===== config.mk =====
export PLATFORM = sky130hd
export DESIGN_NAME = touch_slider_position_tracker_core
export DESIGN_NICKNAME = d
export VERILOG_FILES = /design/src/rtl/tspt_pkg.sv /design/src/rtl/touch_slider_position_tracker_core.sv /design/src/rtl/tspt_store.sv /design/src/rtl/tspt_div.sv
export VERILOG_INCLUDE_DIRS = /design/src /design/src/rtl
export SDC_FILE = /design/constraint.sdc
export NUM_CORES = 1
export LEC_CHECK = 0
export BUFFER_PORTS_ARGS = -buffer_cell sky130_fd_sc_hd__buf_2
export CAP_MARGIN = 20
export CORE_MARGIN = 2
export CORE_UTILIZATION = 55
export DETAILED_ROUTE_END_ITERATION = 12
export PLACE_DENSITY = 0.83
export RECOVER_POWER = 50
export SETUP_SLACK_MARGIN = 0.05
export SYNTH_ARGS = -nofsm -noshare
export SYNTH_HDL_FRONTEND = slang
export SYNTH_HIERARCHICAL = 1
export SYNTH_SLANG_ARGS = --single-unit

===== constraint.sdc =====
create_clock -name clk -period 9.7 [get_ports clk]
set_input_delay 0.485 -clock clk [delete_from_list [all_inputs] [get_ports clk]]
set_output_delay 0.485 -clock clk [all_outputs]
set_load 0.01 [all_outputs]

===== src/rtl/touch_slider_position_tracker_core_macros.svh =====
// Assertion helpers shared by the slider tracker modules.
// Both expect clk and rst_n in scope; the report text is passed in as a string.
`ifndef TOUCH_SLIDER_POSITION_TRACKER_CORE_MACROS_SVH
`define TOUCH_SLIDER_POSITION_TRACKER_CORE_MACROS_SVH
`ifndef ASSERT_OFF
`define TSPT_ASSERT_NOW(lbl, ante, cons, msg) \
  lbl: assert property (@(posedge clk) disable iff (!rst_n) (ante) |-> (cons)) else $error(msg);
`define TSPT_ASSERT_NEXT(lbl, ante, cons, msg) \
  lbl: assert property (@(posedge clk) disable iff (!rst_n) (ante) |=> (cons)) else $error(msg);
`else
`define TSPT_ASSERT_NOW(lbl, ante, cons, msg)
`define TSPT_ASSERT_NEXT(lbl, ante, cons, msg)
`endif
`endif


===== src/rtl/tspt_pkg.sv =====
`default_nettype none
package tspt_pkg;

  localparam int unsigned COUNT_W    = 16;
  localparam int unsigned LEN_W      = 8;
  localparam int unsigned CODE_W     = 8;
  localparam int unsigned PCT_W      = 7;
  localparam int unsigned SUM_W      = COUNT_W + 1;
  localparam int unsigned DIVIDEND_W = 24;
  localparam int unsigned DIVISOR_W  = SUM_W;
  localparam int unsigned QUO_W      = 8;
  localparam int unsigned SHIFT_W    = DIVISOR_W + QUO_W - 1;
  localparam int unsigned STEP_W     = $clog2(QUO_W);

  localparam logic [PCT_W-1:0] PERCENT_FULL = 7'd100;

  // Kind of input word
  localparam logic OP_CALIBRATE = 1'b0;
  localparam logic OP_MEASURE   = 1'b1;

  typedef enum logic [1:0] {
    REG_THR_FIRST  = 2'd0,
    REG_THR_SECOND = 2'd1,
    REG_LENGTH     = 2'd2,
    REG_NO_TOUCH   = 2'd3
  } cfg_reg_t;

  typedef enum logic [2:0] {
    ST_IDLE,
    ST_EVAL,
    ST_LOAD,
    ST_WAIT,
    ST_DONE
  } state_t;

  // Which quotient the shared divider is producing
  typedef enum logic [1:0] {
    DIV_P0 = 2'd0,
    DIV_P1 = 2'd1,
    DIV_X0 = 2'd2,
    DIV_X1 = 2'd3
  } div_sel_t;

  typedef struct packed {
    logic                  start;
    logic [DIVIDEND_W-1:0] dividend;
    logic [DIVISOR_W-1:0]  divisor;
  } div_req_t;

  typedef struct packed {
    logic             done;
    logic [QUO_W-1:0] quotient;
  } div_rsp_t;

endpackage
`default_nettype wire


===== src/rtl/touch_slider_position_tracker_core.sv =====
`default_nettype none
// Two-electrode capacitive slider tracker. Each input word carries one scan count
// for the current channel (channels rotate 0 .. NUM_CHANNELS-1) and a kind bit in
// tuser: calibrate stores the count as baseline, measure stores the count minus the
// baseline, clamped at zero, as the channel delta. Every word gives one result
// word: the touch flag in tuser, and position in percent and in length units plus
// the stored delta in tdata; with no touch both positions carry the no-touch code.
// An untouched item goes from evaluation straight to the result; a touched item
// first runs one 8-step restoring divider four times in turn (two percent shares,
// then two length scalings). No new word is taken until the result is loaded. The result
// sits in an output register, so the next word may be taken while it waits.
// Configuration registers are written through cfg_we/cfg_index/cfg_wdata; write
// them only while the block is idle, as the block itself does not enforce this.
`include "touch_slider_position_tracker_core_macros.svh"
module touch_slider_position_tracker_core #(
  parameter int unsigned NUM_CHANNELS = 2
) (
  input  wire logic        clk,
  input  wire logic        rst_n,
  // input words
  input  wire logic        in_tvalid,
  output logic             in_tready,
  input  wire logic [15:0] in_tdata,   // [15:0] sample_count
  input  wire logic [0:0]  in_tuser,   // [0] operation
  // result words
  output logic             out_tvalid,
  input  wire logic        out_tready,
  output logic      [31:0] out_tdata,  // [7:0] position_percent, [15:8] position_distance,
                                       // [31:16] channel_delta
  output logic      [0:0]  out_tuser,  // [0] touched
  // configuration
  input  wire logic        cfg_we,
  input  wire logic [1:0]  cfg_index,
  input  wire logic [15:0] cfg_wdata
);

  tspt_pkg::state_t   state_r;
  tspt_pkg::state_t   state_nxt;
  tspt_pkg::div_sel_t sel_r;
  tspt_pkg::div_req_t div_req;
  tspt_pkg::div_rsp_t div_rsp;

  logic [tspt_pkg::COUNT_W-1:0] thr_first_r;
  logic [tspt_pkg::COUNT_W-1:0] thr_second_r;
  logic [tspt_pkg::LEN_W-1:0]   len_r;
  logic [tspt_pkg::CODE_W-1:0]  no_touch_r;

  logic [tspt_pkg::COUNT_W-1:0] delta_first;
  logic [tspt_pkg::COUNT_W-1:0] delta_second;
  logic [tspt_pkg::COUNT_W-1:0] chan_delta;
  logic                         in_acc;
  logic                         touch;
  logic                         touched_r;
  logic [tspt_pkg::SUM_W-1:0]   sum_r;
  logic [tspt_pkg::PCT_W-1:0]   p0_r;
  logic [tspt_pkg::PCT_W-1:0]   p1_r;
  logic [tspt_pkg::LEN_W-1:0]   x0_r;
  logic [tspt_pkg::LEN_W-1:0]   x1_r;

  logic [tspt_pkg::COUNT_W-1:0] mul_a;
  logic [tspt_pkg::LEN_W-1:0]   mul_b;
  logic [tspt_pkg::CODE_W-1:0]  pct_sum;
  logic [tspt_pkg::LEN_W:0]     dist_sum;
  logic                         out_load;

  logic                         out_valid_r;
  logic                         out_touch_r;
  logic [tspt_pkg::CODE_W-1:0]  out_pct_r;
  logic [tspt_pkg::LEN_W-1:0]   out_dist_r;
  logic [tspt_pkg::COUNT_W-1:0] out_delta_r;

  assign in_acc = in_tvalid && in_tready;

  // Channel baselines and deltas
  tspt_store #(
    .NUM_CHANNELS (NUM_CHANNELS)
  ) u_store (
    .clk          (clk),
    .rst_n        (rst_n),
    .upd          (in_acc),
    .op           (in_tuser[0]),
    .count        (in_tdata),
    .delta_first  (delta_first),
    .delta_second (delta_second),
    .chan_delta   (chan_delta)
  );

  // Shared divider for both percent shares and both length scalings
  tspt_div u_div (
    .clk   (clk),
    .rst_n (rst_n),
    .req   (div_req),
    .rsp   (div_rsp)
  );

  // Configuration registers
  always_ff @(posedge clk) begin
    if (!rst_n) begin
      thr_first_r  <= 16'd100;
      thr_second_r <= 16'd100;
      len_r        <= 8'd40;
      no_touch_r   <= 8'd255;
    end else if (cfg_we) begin
      case (tspt_pkg::cfg_reg_t'(cfg_index))
        tspt_pkg::REG_THR_FIRST:  thr_first_r  <= cfg_wdata;
        tspt_pkg::REG_THR_SECOND: thr_second_r <= cfg_wdata;
        tspt_pkg::REG_LENGTH:     len_r        <= cfg_wdata[tspt_pkg::LEN_W-1:0];
        tspt_pkg::REG_NO_TOUCH:   no_touch_r   <= cfg_wdata[tspt_pkg::CODE_W-1:0];
        default: ;
      endcase
    end
  end

  assign touch = (delta_first > thr_first_r) || (delta_second > thr_second_r);

  // Next state
  always_comb begin
    state_nxt = state_r;
    case (state_r)
      tspt_pkg::ST_IDLE: begin
        if (in_acc) state_nxt = tspt_pkg::ST_EVAL;
      end
      tspt_pkg::ST_EVAL: begin
        state_nxt = touch ? tspt_pkg::ST_LOAD : tspt_pkg::ST_DONE;
      end
      tspt_pkg::ST_LOAD: begin
        state_nxt = tspt_pkg::ST_WAIT;
      end
      tspt_pkg::ST_WAIT: begin
        if (div_rsp.done) begin
          state_nxt = (sel_r == tspt_pkg::DIV_X1) ? tspt_pkg::ST_DONE : tspt_pkg::ST_LOAD;
        end
      end
      tspt_pkg::ST_DONE: begin
        if (!out_valid_r || out_tready) state_nxt = tspt_pkg::ST_IDLE;
      end
      default: state_nxt = tspt_pkg::ST_IDLE;
    endcase
  end

  // Outputs of the sequencer: handshake, multiplier operands, divider request
  always_comb begin
    in_tready = (state_r == tspt_pkg::ST_IDLE);
    out_load  = (state_r == tspt_pkg::ST_DONE) && (!out_valid_r || out_tready);
    case (sel_r)
      tspt_pkg::DIV_P0: begin
        mul_a = delta_first;
        mul_b = tspt_pkg::LEN_W'(tspt_pkg::PERCENT_FULL);
      end
      tspt_pkg::DIV_P1: begin
        mul_a = delta_second;
        mul_b = tspt_pkg::LEN_W'(tspt_pkg::PERCENT_FULL);
      end
      tspt_pkg::DIV_X0: begin
        mul_a = tspt_pkg::COUNT_W'(p0_r);
        mul_b = len_r;
      end
      default: begin
        mul_a = tspt_pkg::COUNT_W'(p1_r);
        mul_b = len_r;
      end
    endcase
    div_req.start    = (state_r == tspt_pkg::ST_LOAD);
    div_req.dividend = tspt_pkg::DIVIDEND_W'(mul_a) * tspt_pkg::DIVIDEND_W'(mul_b);
    if (sel_r == tspt_pkg::DIV_P0 || sel_r == tspt_pkg::DIV_P1) begin
      div_req.divisor = sum_r;
    end else begin
      div_req.divisor = tspt_pkg::DIVISOR_W'(tspt_pkg::PERCENT_FULL);
    end
  end

  // Final combination of the four quotients
  assign pct_sum  = (tspt_pkg::CODE_W'(tspt_pkg::PERCENT_FULL) - tspt_pkg::CODE_W'(p0_r))
                    + tspt_pkg::CODE_W'(p1_r);
  assign dist_sum = ({1'b0, len_r} - {1'b0, x0_r}) + {1'b0, x1_r};

  // Sequencer state and step select
  always_ff @(posedge clk) begin
    if (!rst_n) begin
      state_r <= tspt_pkg::ST_IDLE;
      sel_r   <= tspt_pkg::DIV_P0;
    end else begin
      state_r <= state_nxt;
      if (state_r == tspt_pkg::ST_EVAL) begin
        sel_r <= tspt_pkg::DIV_P0;
      end else if (state_r == tspt_pkg::ST_WAIT && div_rsp.done) begin
        sel_r <= tspt_pkg::div_sel_t'(sel_r + 1'b1);
      end
    end
  end

  // Hold touch flag, delta sum and quotients
  always_ff @(posedge clk) begin
    if (state_r == tspt_pkg::ST_EVAL) begin
      touched_r <= touch;
      sum_r     <= {1'b0, delta_first} + {1'b0, delta_second};
    end
    if (state_r == tspt_pkg::ST_WAIT && div_rsp.done) begin
      case (sel_r)
        tspt_pkg::DIV_P0: p0_r <= div_rsp.quotient[tspt_pkg::PCT_W-1:0];
        tspt_pkg::DIV_P1: p1_r <= div_rsp.quotient[tspt_pkg::PCT_W-1:0];
        tspt_pkg::DIV_X0: x0_r <= div_rsp.quotient;
        default:          x1_r <= div_rsp.quotient;
      endcase
    end
  end

  // Output register: load a finished word, drop it once taken
  always_ff @(posedge clk) begin
    if (!rst_n) begin
      out_valid_r <= 1'b0;
    end else if (out_load) begin
      out_valid_r <= 1'b1;
    end else if (out_tready) begin
      out_valid_r <= 1'b0;
    end
  end

  always_ff @(posedge clk) begin
    if (out_load) begin
      out_touch_r <= touched_r;
      out_delta_r <= chan_delta;
      if (touched_r) begin
        out_pct_r  <= {1'b0, pct_sum[tspt_pkg::CODE_W-1:1]};
        out_dist_r <= dist_sum[tspt_pkg::LEN_W:1];
      end else begin
        out_pct_r  <= no_touch_r;
        out_dist_r <= no_touch_r;
      end
    end
  end

  assign out_tvalid = out_valid_r;
  assign out_tdata  = {out_delta_r, out_dist_r, out_pct_r};
  assign out_tuser  = out_touch_r;

  `TSPT_ASSERT_NOW(a_pct_range, out_valid_r && out_touch_r, out_pct_r <= 8'd100, "percent position above full scale")
  `TSPT_ASSERT_NEXT(a_no_touch_short, (state_r == tspt_pkg::ST_EVAL) && !touch, state_r == tspt_pkg::ST_DONE, "untouched item entered the divide sequence")
  `TSPT_ASSERT_NOW(a_div_only_touched, div_req.start, touched_r && (sum_r != '0), "divider started without a touch")

endmodule
`default_nettype wire


===== src/rtl/tspt_store.sv =====
`default_nettype none
module tspt_store #(
  parameter int unsigned NUM_CHANNELS = 2
) (
  input  wire logic                         clk,
  input  wire logic                         rst_n,
  input  wire logic                         upd,
  input  wire logic                         op,
  input  wire logic [tspt_pkg::COUNT_W-1:0] count,
  output logic      [tspt_pkg::COUNT_W-1:0] delta_first,
  output logic      [tspt_pkg::COUNT_W-1:0] delta_second,
  output logic      [tspt_pkg::COUNT_W-1:0] chan_delta
);

  localparam int unsigned CH_W = $clog2(NUM_CHANNELS);

  logic [CH_W-1:0]              ch_r;
  logic [CH_W-1:0]              ch_nxt;
  logic [tspt_pkg::COUNT_W-1:0] base_r [NUM_CHANNELS];
  logic [tspt_pkg::COUNT_W-1:0] delta_r [NUM_CHANNELS];
  logic [tspt_pkg::COUNT_W-1:0] chan_delta_r;
  logic [tspt_pkg::COUNT_W-1:0] diff;

  // Clamp count minus baseline at zero
  always_comb begin
    if (count > base_r[ch_r]) begin
      diff = count - base_r[ch_r];
    end else begin
      diff = '0;
    end
  end

  // Rotate through the channels
  always_comb begin
    if (ch_r == CH_W'(NUM_CHANNELS - 1)) begin
      ch_nxt = '0;
    end else begin
      ch_nxt = ch_r + 1'b1;
    end
  end

  // Update baseline or delta of the current channel
  always_ff @(posedge clk) begin
    if (!rst_n) begin
      ch_r         <= '0;
      chan_delta_r <= '0;
      for (int i = 0; i < NUM_CHANNELS; i++) begin
        base_r[i]  <= '0;
        delta_r[i] <= '0;
      end
    end else if (upd) begin
      ch_r <= ch_nxt;
      if (op == tspt_pkg::OP_CALIBRATE) begin
        base_r[ch_r] <= count;
        chan_delta_r <= '0;
      end else begin
        delta_r[ch_r] <= diff;
        chan_delta_r  <= diff;
      end
    end
  end

  assign delta_first  = delta_r[0];
  assign delta_second = delta_r[1];
  assign chan_delta   = chan_delta_r;

endmodule
`default_nettype wire


===== src/rtl/tspt_div.sv =====
`default_nettype none
`include "touch_slider_position_tracker_core_macros.svh"
module tspt_div (
  input  wire logic               clk,
  input  wire logic               rst_n,
  input  wire tspt_pkg::div_req_t req,
  output tspt_pkg::div_rsp_t      rsp
);

  logic [tspt_pkg::DIVIDEND_W-1:0] rem_r;
  logic [tspt_pkg::SHIFT_W-1:0]    ds_r;
  logic [tspt_pkg::QUO_W-1:0]      quo_r;
  logic [tspt_pkg::STEP_W-1:0]     cnt_r;
  logic                            busy_r;
  logic                            done_r;
  logic                            ge;

  // One restoring step: compare against the shifted divisor
  assign ge = ({1'b0, rem_r} >= {1'b0, ds_r});

  // Control: busy for one step per quotient bit, then pulse done
  always_ff @(posedge clk) begin
    if (!rst_n) begin
      busy_r <= 1'b0;
      done_r <= 1'b0;
      cnt_r  <= '0;
    end else begin
      done_r <= 1'b0;
      if (req.start) begin
        busy_r <= 1'b1;
        cnt_r  <= '0;
      end else if (busy_r) begin
        cnt_r <= cnt_r + 1'b1;
        if (cnt_r == tspt_pkg::STEP_W'(tspt_pkg::QUO_W - 1)) begin
          busy_r <= 1'b0;
          done_r <= 1'b1;
        end
      end
    end
  end

  // Datapath: subtract, shift quotient in, advance divisor
  always_ff @(posedge clk) begin
    if (req.start) begin
      rem_r <= req.dividend;
      ds_r  <= {req.divisor, {(tspt_pkg::QUO_W - 1){1'b0}}};
      quo_r <= '0;
    end else if (busy_r) begin
      if (ge) begin
        rem_r <= rem_r - ds_r;
      end
      quo_r <= {quo_r[tspt_pkg::QUO_W-2:0], ge};
      ds_r  <= ds_r >> 1;
    end
  end

  assign rsp.done     = done_r;
  assign rsp.quotient = quo_r;

  `TSPT_ASSERT_NOW(a_start_idle, req.start, !busy_r, "divider started while busy")
  `TSPT_ASSERT_NEXT(a_done_after_last, busy_r && (cnt_r == tspt_pkg::STEP_W'(tspt_pkg::QUO_W - 1)), done_r && !busy_r, "divider missed its done pulse")
  `TSPT_ASSERT_NOW(a_rem_bound, busy_r, {1'b0, rem_r} < {ds_r, 1'b0}, "partial remainder out of range")

endmodule
`default_nettype wire

; Yosys cells after proc, flatten, opt, wreduce, memory -nomap -nowiden
; Memories as Yosys holds them, arrays and structs flattened. A register that Yosys moved wholly into a read port is not among the register bits.
; Cells that the tools add are included.
[classes]
n_addsub = 10
multipliers = 1
n_div = 0
n_lt_le_gt_ge = 4
n_eq_ne = 14
n_shift = 0
muxes = 42
bitwise_logic = 3
n_reduce_logical = 30
[ops]
columns = op, n
row1 = two-way mux 24 bit, 5
row2 = two-way mux 16 bit, 4
row3 = greater-than comparator 16 bit, 3
row4 = case mux 16 bit (3 select lines), 1
row5 = OR reduction 16 bit, 2
row6 = greater-or-equal comparator 24 bit, 1
row7 = multiplier 16 x 8 -> 24 bit, 1
row8 = subtractor 24 bit, 1
row9 = two-way mux 1 bit, 22
row10 = AND reduction 2 bit, 9
row11 = adder 16 x 16 -> 17 bit, 1
row12 = two-way mux 17 bit, 1
row13 = two-way mux 8 bit, 2
row14 = subtractor 16 bit, 1
row15 = two-way mux 3 bit, 5
row16 = case mux 3 bit (5 select lines), 1
row17 = adder 9 x 8 -> 9 bit, 1
row18 = subtractor 8 x 8 -> 9 bit, 1
row19 = adder 8 x 7 -> 8 bit, 1
row20 = equality test 2 bit (second input constant), 4
row21 = subtractor 7 x 7 -> 8 bit (first input constant), 1
row22 = two-way mux 7 bit, 1
row23 = equality test 3 x 2 -> 1 bit (second input constant), 2
row24 = equality test 3 bit (second input constant), 2
row25 = other kinds (17), 31
[totals]
ff_bits = 213
latch_bits = 0
ramBits = 64
romBits = 0
out_inout_bits = 35
wordCells = 133
memories = 2
[memory_table]
columns = memory, words, word_bits, rd, rd_clocked_by_memory_dff, write_ports, line_no
row1 = u_store.base_r, 2, 16, 1, 1, 2, tspt_store.sv:19  ; logic [tspt_pkg::COUNT_W-1:0] base_r [NUM_CHANNELS];
row2 = u_store.delta_r, 2, 16, 2, 0, 2, tspt_store.sv:20  ; logic [tspt_pkg::COUNT_W-1:0] delta_r [NUM_CHANNELS];

; Logic depth before layout (Yosys ltp)
[depth]
depth_word = 7
mapped_depth = 26

; By module
; Netlist, hierarchy kept.
[by_module_without_submodules]
columns = mod, n_inst, cells_each, area_each_um2, seq_area_each_um2
row1 = touch_slider_position_tracker_core, 1, 1185, 11190.7, 3513.4
row2 = tspt_div, 1, 459, 4065.1, 1631.6
row3 = tspt_store, 1, 336, 3977.6, 2282.2

; Least setup slack after synthesis
; Ideal clock, no wire load.
[synth_path]
kind = flip-flop to flip-flop
from = register sel_r[0]
to = register u_div/rem_r[22] in the netlist's numbering, data pin
setup_ns = 0.261
arrival_time_ns = 5.679
setup_slack_ns = 3.760
path_stages_with_launch = 26
synth_period_minus_slack_ns = 5.940
cell_sequence = dfxtp_1 ha_1 inv_1 clkbuf_1 clkbuf_1 nand2_1 o21ai_1 nor2_1 fa_1 inv_1 fa_1 inv_1 fa_1 inv_1 fa_1 inv_1 ha_1 nor3_1 nor2_1 a31oi_2 o21ai_2 a221o_2 a211oi_2 xnor2_1 o22ai_1 nor3_2
[synth_lines]
columns = item, line_no
row1 = from (decl), touch_slider_position_tracker_core.sv:39  ; tspt_pkg::div_sel_t sel_r;
row2 = from (signal assigned), touch_slider_position_tracker_core.sv:181  ; sel_r <= tspt_pkg::DIV_P0;
row3 = from (signal assigned), touch_slider_position_tracker_core.sv:185  ; sel_r <= tspt_pkg::DIV_P0;
row4 = from (signal assigned), touch_slider_position_tracker_core.sv:187  ; sel_r <= tspt_pkg::div_sel_t'(sel_r + 1'b1);
row5 = to (signal assigned), tspt_div.sv:45  ; rem_r <= req.dividend;
row6 = to (signal assigned), tspt_div.sv:50  ; rem_r <= rem_r - ds_r;
row7 = to (decl), tspt_div.sv:10  ; logic [tspt_pkg::DIVIDEND_W-1:0] rem_r;

==> flow_summary.toml <==
[floorplan]
rows = 68
io_pins = 75
die_area_mm2 = 0.03648
fp.coreArea_mm2 = 0.03446
start_util_pct = 55.82
die_w_um = 191
die_height_um = 191

[worst_setup_path]
worstPathMaxFanout = 21
slowest_delay_ns = 0.63
crit_slowest_cell = "o21ai_1"
cp-startpoint = "sel_r[0]$_SDFFE_PP0P_"
critical_path_class = "reg -> reg"
crit_path_cell_trace = "ha_1, inv_1, o21ai_1, or2_2, fa_1, fa_1, inv_1, fa_1, inv_1, fa_1, inv_1, ha_1, nor3_1, nor2_1, a31oi_2, o21ai_2, a221o_2, a211oi_2, xnor2_1, o22ai_1, nor3_2"
reg2reg_from = "sel_r[0]$_SDFFE_PP0P_"
critPathRequiredTime_ns = 9.99
cp.arrival_ns = 7.11
cp-end-kind = "flop"
startpoint_type = "flop"

[timing]
fin_crit_ns = 6.817
rsz0062_at_grt = "no"
max_freq_mhz = 146.7
whs_ns = 0.1904
hold_viol = 0
fin_crit_sh_pct = 70.28
clock_skew_ns = 0.01556
relSlewSlack_pct = -93.15
setup_viol = 0
final_max_slew_viol_count = 137
worst_pin_slew_ns = 2.887
setup_tns_ns = 0

[clock_tree]
clk-insertion-delay-late_ns = 0.56
clock_sinks = 278
postCtsSetupBuffers = 0
cts_buffer_depth = 3
cts.clk_slew.worst_paths_ns = 0.07
cts_root_buf = "clkbuf_16"
h-tree-depth = 1
numCtsBuffers = 30
cts_hold_buffers = 0
cts_resized = 0
cts_tree = "yes"

[cells_and_area]
nNetsFinal = 2366
final_common_cell = "inv_1"
most-common-layout-cells = "248 x inv_1, 237 x nand2_1, 186 x edfxtp_1"
syn_to_final_growth_pct = 9.355
regArea_mm2 = 0.007427
fillCellCount = 2766
multi_input_area_mm2 = 0.01067
antenna_cells = 0
drive_gt1_share_pct = 7.358

[power]
switchingPower_w = 0.001780
intPower_w = 0.002899
p_per_area_mw_per_mm2 = 222.5
clkPwrFrac_pct = 25.0
p_sw_share_pct = 38.04
p_leak_nw = 8.891
seqPwrFrac_pct = 32.3
comb_power_share_pct = 42.7
ir_worst_vdd_uv = 149.6

[grt]
globalRouteTotalUtil_pct = 25.52
antenna_found_initial = 0
grt_remaining_overflow = 0
grt_pass1_wl_um = 74530
grt_max_degree = 65
grt_pass1_vias = 14751

[synth]
syn-cell-area_mm2 = 0.01923
ys_types = 89
async_flop_share_pct = 0
synth_seq_area_share_pct = 38.62
ys_dominant_reg_cell = "edfxtp_1"
synth_top_area_share_pct = 29.04
syn_avg_cell_area_um2 = 9.714
synth.largest_area_cell = "edfxtp_1"
synth_edf_count = 186
ys_top_cells_by_area = "edfxtp_1 29%, ha_1 10%, fa_1 10%, dfxtp_1 9.6%, inv_1 4.8%"
ys_ff_latch = 278
ys_warn_count = 6
synth_cells = 1980

[job]
maxCapViolCount = 3

[routing]
num_vias = 14820
drt.antenna.violating_nets = 0
drtIter0Drc = 1282
vias_per_cell = 5.816
wire_per_inst_um = 18.00
dr.pass1.iters = 7
wl_um = 45860
drc = 0

[placement]
io_buffers = 74
dp_hpwl_um = 34470
routabilityCongestion = 0.9100

[worst_hold_path]
min_from = "cfg_wdata[11]"
hp-class = "in -> reg"

[run_status]
violations = "capacitance limit, slew limit"
status = "complete, but fails checks"
-- power groups by stage --
stage	Clock (W)	Sequential (W)	Combinational, W
finish	0.00117	0.00151	0.00200
global route	0.00123	0.00153	0.00222
CTS	0.00118	0.00151	0.00197
detailed placement	0	0.00154	0.00195
global placement	0	0.00153	0.00187
floorplan	0	0.00149	0.00156
-- cell usage after synthesis (4+ instances only) --
| master | n |
|---|---|
| buf_1 | 5 |
| clkbuf_1 | 41 |
| o21ai_0 | 76 |
| edfxtp_1 | 186 |
| dfxtp_1 | 92 |
| nand2_1 | 237 |
| o21ai_1 | 26 |
| nor2_1 | 150 |
| inv_1 | 248 |
| nor3_1 | 30 |
| nor4_1 | 13 |
| nand2b_1 | 11 |
| o21bai_1 | 10 |
| buf_2 | 14 |
| a21boi_0 | 35 |
| o2111ai_1 | 4 |
| and2_1 | 38 |
| a22oi_1 | 7 |
| or2_2 | 18 |
| buf_4 | 4 |
| nand3b_1 | 6 |
| buf_6 | 8 |
| a21o_1 | 25 |
| mux2i_1 | 35 |
| a222oi_1 | 7 |
| a211oi_1 | 8 |
| xor2_1 | 22 |
| mux2_2 | 7 |
| a21oi_1 | 94 |
| nor2b_1 | 33 |
| o211ai_1 | 15 |
| o21a_1 | 16 |
| nand4_1 | 29 |
| xnor2_1 | 40 |
| a22o_1 | 5 |
| and3_1 | 7 |
| nand3_1 | 29 |
| a31oi_1 | 4 |
| fa_1 | 96 |
| o31ai_1 | 6 |
| a221oi_1 | 4 |
| ha_1 | 161 |
-- critical path, delay by kind of cell (launching register included) --
kind / cells / cell delay [ns]
buf+inv: 4 / 0.59
compound gates: 6 / 1.97
flops: 1 / 0.43
xor+xnor: 1 / 0.10
simple gates: 4 / 0.57
fa+ha+maj: 6 / 2.89
-- cells by family (layout without fill, tap and decap cells) --
logic type                 after synthesis  after routing  synth area share [%]
AOI/OAI and AO/OA                      392            392                 13.61
xor gates and xnor gates                62             62                 2.823
adders and majority gates              257            257                 20.47
buffers and inverters                  322            392                 6.772
DFF                                    278            278                 38.62
muxes                                   42             42                 2.231
other                                    2             45               0.03905
and+or+nand+nor                        625            625                 15.44
-- final timing paths --
check / endpoint / slack (ns) / cells past startpoint
worst max register to register: u_div/rem_r[22]$_DFFE_PP_ / 2.88 / 21
worst min register to register: out_delta_r[4]$_DFFE_PP_ / 0.43 / 0
worst min-delay path: thr_second_r[11]$_SDFFE_PN0P_ / 0.19 / 3
worst max-delay path: u_div/rem_r[22]$_DFFE_PP_ / 2.88 / 21
-- stage by stage --
stage,cell area (um^2),worst slack (ns),power (W),std cells,utilization (%)
finish,21030,2.883,0.004680,2548,61.04
global route,21030,2.520,0.004969,2548,61.04
CTS,21100,2.986,0.004664,2547,61.23
global placement,20060,3.244,0.003400,2490,58.22
floorplan,19390,3.760,0.003051,2023,-
detailed placement,20090,3.070,0.003488,2491,58.30
-- state kept, by name, summed over array words and instances (netlist names), 2 cells and up, named ones only --
name                flops
len_r                   8
no_touch_r              8
out_delta_r            16
out_dist_r              8
out_pct_r               8
p0_r                    7
p1_r                    7
sel_r                   2
state_r                 3
sum_r                  17
thr_first_r            16
thr_second_r           16
u_div/cnt_r             3
u_div/ds_r             24
u_div/quo_r             8
u_div/rem_r            24
u_store/base_r         32
u_store/chan_delta     16
u_store/delta_r        32
x0_r                    8
x1_r                    8
-- final cells by class --
type | instances | share of cell area [%]
sequential | 278 | 35.31
clock inverter | 19 | 0.8983
tap | 455 | 2.707
inverter | 249 | 4.444
multi-input combinational | 1423 | 50.71
clock buffer | 37 | 3.896
timing repair buffer | 87 | 2.034
-- layer usage --
| layer | track usage (%) | wire length, um | vias to the layer above |
|---|---|---|---|
| met5 | 0 | 0 | - |
| met4 | 9.004 | 1712 | 0 |
| met3 | 3.598 | 3301 | 120 |
| met2 | 44.06 | 22480 | 584 |
| met1 | 32.75 | 18360 | 7184 |
| li1 | - | - | 6932 |
Note: power is estimated with default switching activity, not from simulation.
